**src/sv/twbc_ram.sv**
```systemverilog
module twbc_ram #(
  parameter int WIDTH = 8,
  parameter int DEPTH = 16
) (
  input  logic                                  clk,
  input  logic                                  wr_en,
  input  logic [(DEPTH > 1 ? $clog2(DEPTH) : 1)-1:0] wr_addr,
  input  logic [WIDTH-1:0]                      wr_data,
  input  logic [(DEPTH > 1 ? $clog2(DEPTH) : 1)-1:0] rd_addr,
  output logic [WIDTH-1:0]                      rd_data
);

  logic [WIDTH-1:0] mem [DEPTH];

  always_ff @(posedge clk) begin
    if (wr_en) begin
      mem[wr_addr] <= wr_data;
    end
    rd_data <= mem[rd_addr];
  end

endmodule

```
**config.mk**
```make
export PLATFORM = sky130hd
export DESIGN_NAME = twbc_ram
export DESIGN_NICKNAME = d
export VERILOG_FILES = /design/src/sv/twbc_ram.sv
export SDC_FILE = /design/constraint.sdc
export NUM_CORES = 1
export LEC_CHECK = 0
export ABC_AREA = 1
export CORE_MARGIN = 2
export CORE_UTILIZATION = 40
export CTS_CLUSTER_SIZE = 30
export DETAILED_ROUTE_END_ITERATION = 16
export DONT_BUFFER_PORTS = 1
export GPL_ROUTABILITY_DRIVEN = 0
export HOLD_SLACK_MARGIN = 0.06
export MAX_ROUTING_LAYER = met4
export PLACE_DENSITY = 0.52
export SYNTH_ARGS = -nofsm -noshare
export SYNTH_HDL_FRONTEND = slang
export SYNTH_SLANG_ARGS = --single-unit
```
**constraint.sdc**
```tcl
create_clock -name clk -period 1.78 [get_ports clk]
set_input_delay 0.356 -clock clk [delete_from_list [all_inputs] [get_ports clk]]
set_output_delay 0.356 -clock clk [all_outputs]
set_load 0.03 [all_outputs]
```
==> qor.yml, run 1 <==
dieHeight_um: 124.1
stdcell_count: 768
clk_pin_slew_ns: 0.05
ys_seq_elements: 136
rr_endpoint: "rd_data[2]"
crit_path_max_fanout: 1
first_pass_iters: 5
worstHoldPathCells: 2
slew_viol_final: 0
netlist_area_um2: 5767
regArea_um2: 4004
maxCapViolations: 0
io_pins: 26
cp-end-kind: "output port"
wl_per_cell_um: 17.33
finalSetupTns_ns: 0
fmax_mhz: 756.4
crit_arrival_ns: 0.97
clock_sinks: 136
wl_met3_um: 633
clock_latency_ns: 0.42
die-area_um2: 15390
chipWidth_um: 124.1
postCtsSetupBuffers: 0
ys_types: 12
vias_per_cell: 4.798
syn_to_final_growth_pct: 14.75
grt_pass1_vias: 3564
ir_drop_mv: 0.5787
power.density_nw_per_um2: 1073
period_share: 0.7427
syn_area_per_cell_um2: 10.47
setup_viol: 0
met2_length_um: 6193
grt_usage: 0.1959
reg2reg_slack_ns: 0.78
port_buffers: 0
worstSetupPathDepth: 0
grt_pass1_wl_um: 20680
cts_tree: "built"
worstRegToRegCells: 6
hold_class: "in2reg"
fin_skew_ns: 0.006493
dp_cells: 728
route.detailed.drc: 0
switching_power_mw: 1.517
overflow: 0
synthTopCellsByArea: "edfxtp_1 67%, nand2_1 11%, nand3_1 8.4%"
h-tree-depth: 4
start_util: 0.4123
syn_nets: 569
rsz0062_at_grt: "false"
internal-power_mw: 5.583
hold_start: "rd_addr[3]"
netlist_instances: 551
status: "complete, no violations"
antenna_found_initial: 0
slew_headroom: 0.4705
drtAntennaViolNets: 0
worstSetupStartpointType: "flop"
drive_gt1_frac: 0.07993
r2r_start: "mem[9][2]"
leakage_nw: 2.829
antenna_cells: 0
p_clk_frac: 0.436
worstSetupPathType: "reg2out"
cp.required_ns: 1.42
wl_um: 13310
fp.coreArea_um2: 13990
drtIter0Drc: 308
ys_warn_count: 0
grt_max_degree: 66
synth_top_cell_area_share: 0.6665
clockRootBuffer: "clkbuf_16"
clk_path_buf_depth: 2
whs_ns: 0.07817
maxUsedRoutingLayer: "met4"
swShare: 0.2137
multi_input_area_um2: 1214
synth_top_cell_by_area: "edfxtp_1"
seqPwrFrac: 0.514
numCtsBuffers: 17
vias: 3685
dp_hpwl_um: 8268
fillCellCount: 1343
p_comb_frac: 0.050
core.rowCount: 43
finalHoldViolCount: 0
nets: 593
wl_met1_um: 6237
ys_seq_area_frac: 0.6943
min_to: "rd_data[3]"
finalCriticalPeriod_ns: 1.322
tightest_slew_ns: 0.7916
cell usage in the layout, fill, tap and decap left out, types with 8 or more instances in the layout:
cell type	instances
inv_1	100
clkbuf_1	8
edfxtp_1	128
buf_4	18
dfxtp_1	8
dlygate4sd3_1	8
clkbuf_16	17
nand3_1	97
nand2_1	173
nor2_1	17
power groups by stage:
stage	clock network, mW	logic [mW]	registers, mW
after floorplan	0	0.253	3.71
after global placement	0	0.290	3.72
after detailed placement	0	0.291	3.72
after CTS	3.15	0.358	3.65
after global routing	3.26	0.399	3.66
final	3.10	0.352	3.65
stage by stage:
| stage | power, mW | utilization | setup slack (ns) | area [um2] |
|---|---|---|---|---|
| floorplan | 3.958 | - | 0.4732 | 5767 |
| global placement | 4.008 | 0.4304 | 0.3682 | 6021 |
| detailed placement | 4.010 | 0.4304 | 0.3703 | 6021 |
| CTS | 7.158 | 0.4731 | 0.4283 | 6618 |
| global route | 7.318 | 0.4731 | 0.4279 | 6618 |
| finish | 7.100 | 0.4731 | 0.4579 | 6618 |
timing repair:
action / 4_1_cts / 5_1_grt
hold buffers: 8 / 0
gates resized for setup: 0 / 0
endpoints found under the setup margin: 0 / 0
endpoints found under the hold margin: 128 / 0
per-layer routing:
metal  global-route usage  vias to the layer above
li1                     -                     1817
met1               0.2589                     1769
met2               0.2906                       80
met3              0.04853                       19
met4              0.08006                        0
met5                    -                        -
final cells by class:
cell class,instances,area share
multi-input cells,289,0.1834
flip-flops and latches,136,0.6050
clock inverters,4,0.003025
repair buffers,29,0.04160
inverters,102,0.05786
well taps,180,0.03403
clock buffers,28,0.07506
Yosys cell counts:
cell,number
nand2_1,173
edfxtp_1,128
inv_1,100
nand3_1,97
nor2_1,17
buf_2,13
dfxtp_1,8
buf_6,6
buf_4,4
inv_2,2
nand3b_1,2
buf_1,1
how the worst max path moves through the flow:
stage                    start          to
global route        rd_data[0]  rd_data[0]
global placement    rd_addr[0]  rd_data[0]
CTS                 rd_data[4]  rd_data[4]
detailed placement  rd_addr[0]  rd_data[0]
finish              rd_data[0]  rd_data[0]
floorplan           wr_addr[2]  mem[10][0]
sequential cells by signal, summed over array words and instances, names as in the netlist:
name,count
rd_data,8
mem,128
cell families after synthesis:
family / Yosys count / synth area share
simple gates: 289 / 0.2105
buf+inv: 126 / 0.09525
flops: 136 / 0.6943
Power figures use the tool's default switching activity.
==> run 2: changes to the inputs <==
Clock period 1.78 ns to 1.3 ns, I/O delays scaled along.
==> run 2 against run 1 <==
- combinational power up 47%
- hold slack gained 0.0078 ns
- via count up 3.1%
- power rose by 44%
- cell count up 0.91%
- first-iteration DRC count increased by 25%
- clock power grew 52%
- non-clock buffer count increased by 7
- die area unchanged
- sequential power is 37% higher
- largest power group unchanged
==> qor.yml, run 2 (same netlist as run 1, synthesis figures left out) <==
status: "complete, no violations"
numCtsBuffers: 17
largest_reg_flops: 128
clockRootBuffer: "clkbuf_16"
cp-end-kind: "output port"
post_cts_resized: 0
setup_viol: 0
drtAntennaViolNets: 0
power.density_nw_per_um2: 1523
route.detailed.drc: 0
io_pins: 26
h-tree-depth: 4
cp.required_ns: 1.04
crit_path_max_fanout: 1
fin_skew_ns: 0.01271
hold_class: "in2reg"
worstSetupPathType: "reg2out"
internal-power_mw: 8.057
overflow: 0
reg_top3: "mem (128), rd_data (8)"
syn_to_final_growth_pct: 16.51
dieHeight_um: 124.1
chipWidth_um: 124.1
clock_sinks: 136
wl_per_cell_um: 18.43
worstSetupStartpointType: "flop"
slew_viol_final: 0
whs_ns: 0.08594
dp_hpwl_um: 9075
nets: 600
hold_buffers: 11
vias: 3798
clk_path_buf_depth: 2
antenna_found_initial: 0
clock_latency_ns: 0.42
drive_gt1_frac: 0.08739
die-area_um2: 15390
finalCriticalPeriod_ns: 1.266
drtIter0Drc: 386
slew_headroom: 0.4611
crit_arrival_ns: 1.01
finalHoldViolCount: 0
antenna_cells: 0
p_comb_frac: 0.051
first_pass_iters: 5
maxCapViolations: 0
start_util: 0.4123
vias_per_cell: 4.901
fmax_mhz: 789.7
leakage_nw: 2.883
rsz0062_at_grt: "false"
postCtsSetupBuffers: 0
p_clk_frac: 0.461
cts_tree: "built"
largest-register: "mem"
seqPwrFrac: 0.489
wl_um: 14280
grt_max_degree: 66
dp_cells: 732
grt_pass1_vias: 3617
tightest_slew_ns: 0.8058
most-common-layout-cells: "173 x nand2_1, 128 x edfxtp_1, 100 x inv_1"
period_share: 0.9740
reg2reg_slack_ns: 0.31
clk_pin_slew_ns: 0.06
stdcell_count: 775
fp.coreArea_um2: 13990
swShare: 0.2125
layout_commonest_cell: "nand2_1"
grt_pass1_wl_um: 21740
port_buffers: 0
core.rowCount: 43
grt_usage: 0.2092
switching_power_mw: 2.174
ir_drop_mv: 0.8804
[run 2: worst reg2reg max path: cells and delay by family, from the launching register on]
kind	cells	cell delay [ns]
buffers and inverters	1	0.06
DFF	1	0.37
and+or+nand+nor	5	0.46
[run 2: final cells by class]
cell class	instances	area (um2)
Clock buffer	21	440.4
Clock inverter	11	130.1
Fill cell	1299	7269
Inverter	102	382.9
Multi-Input combinational cell	289	1214
Sequential cell	136	4004
Tap cell	180	225.2
Timing Repair Buffer	36	322.8
[run 2: final timing paths]
path | from | to | cells after the start
max reg2reg | mem[1][1] | rd_data[1] | 6
max | rd_data[1] | rd_data[1] | 0
min reg2reg | mem[12][1] | rd_data[1] | 6
min | rd_addr[2] | rd_data[6] | 3
[run 2: stage by stage]
step           utilization  cell area (um2)  total power, mW  TNS [ns]  setup slack [ns]
6_report            0.4803             6719            10.23         0           0.03377
5_1_grt             0.4803             6719            10.54         0           0.02354
4_1_cts             0.4803             6719            10.31         0          0.002514
3_5_place_dp        0.4317             6038            5.505  -0.06788          -0.01368
3_3_place_gp        0.4317             6038            5.507         0           0.01095
2_1_floorplan            -             5767            5.420         0           0.08916
[run 2: layer usage]
metal  wire length (um)  GRT usage  share of wire  vias up
li1                   -          -              -     1839
met3                954    0.04625          0.067       18
met1               6700     0.2956           0.47     1805
met5                  0          -              0        -
met2               6464     0.2985           0.45      136
met4                162    0.07303          0.011        0
[run 2: power by group through the flow]
| stage | registers [mW] | clock network (mW) | logic [mW] |
|---|---|---|---|
| global route | 5.01 | 4.96 | 0.574 |
| floorplan | 5.07 | 0 | 0.346 |
| CTS | 5.00 | 4.79 | 0.521 |
| global placement | 5.09 | 0 | 0.414 |
| finish | 5.00 | 4.71 | 0.517 |
| detailed placement | 5.09 | 0 | 0.413 |
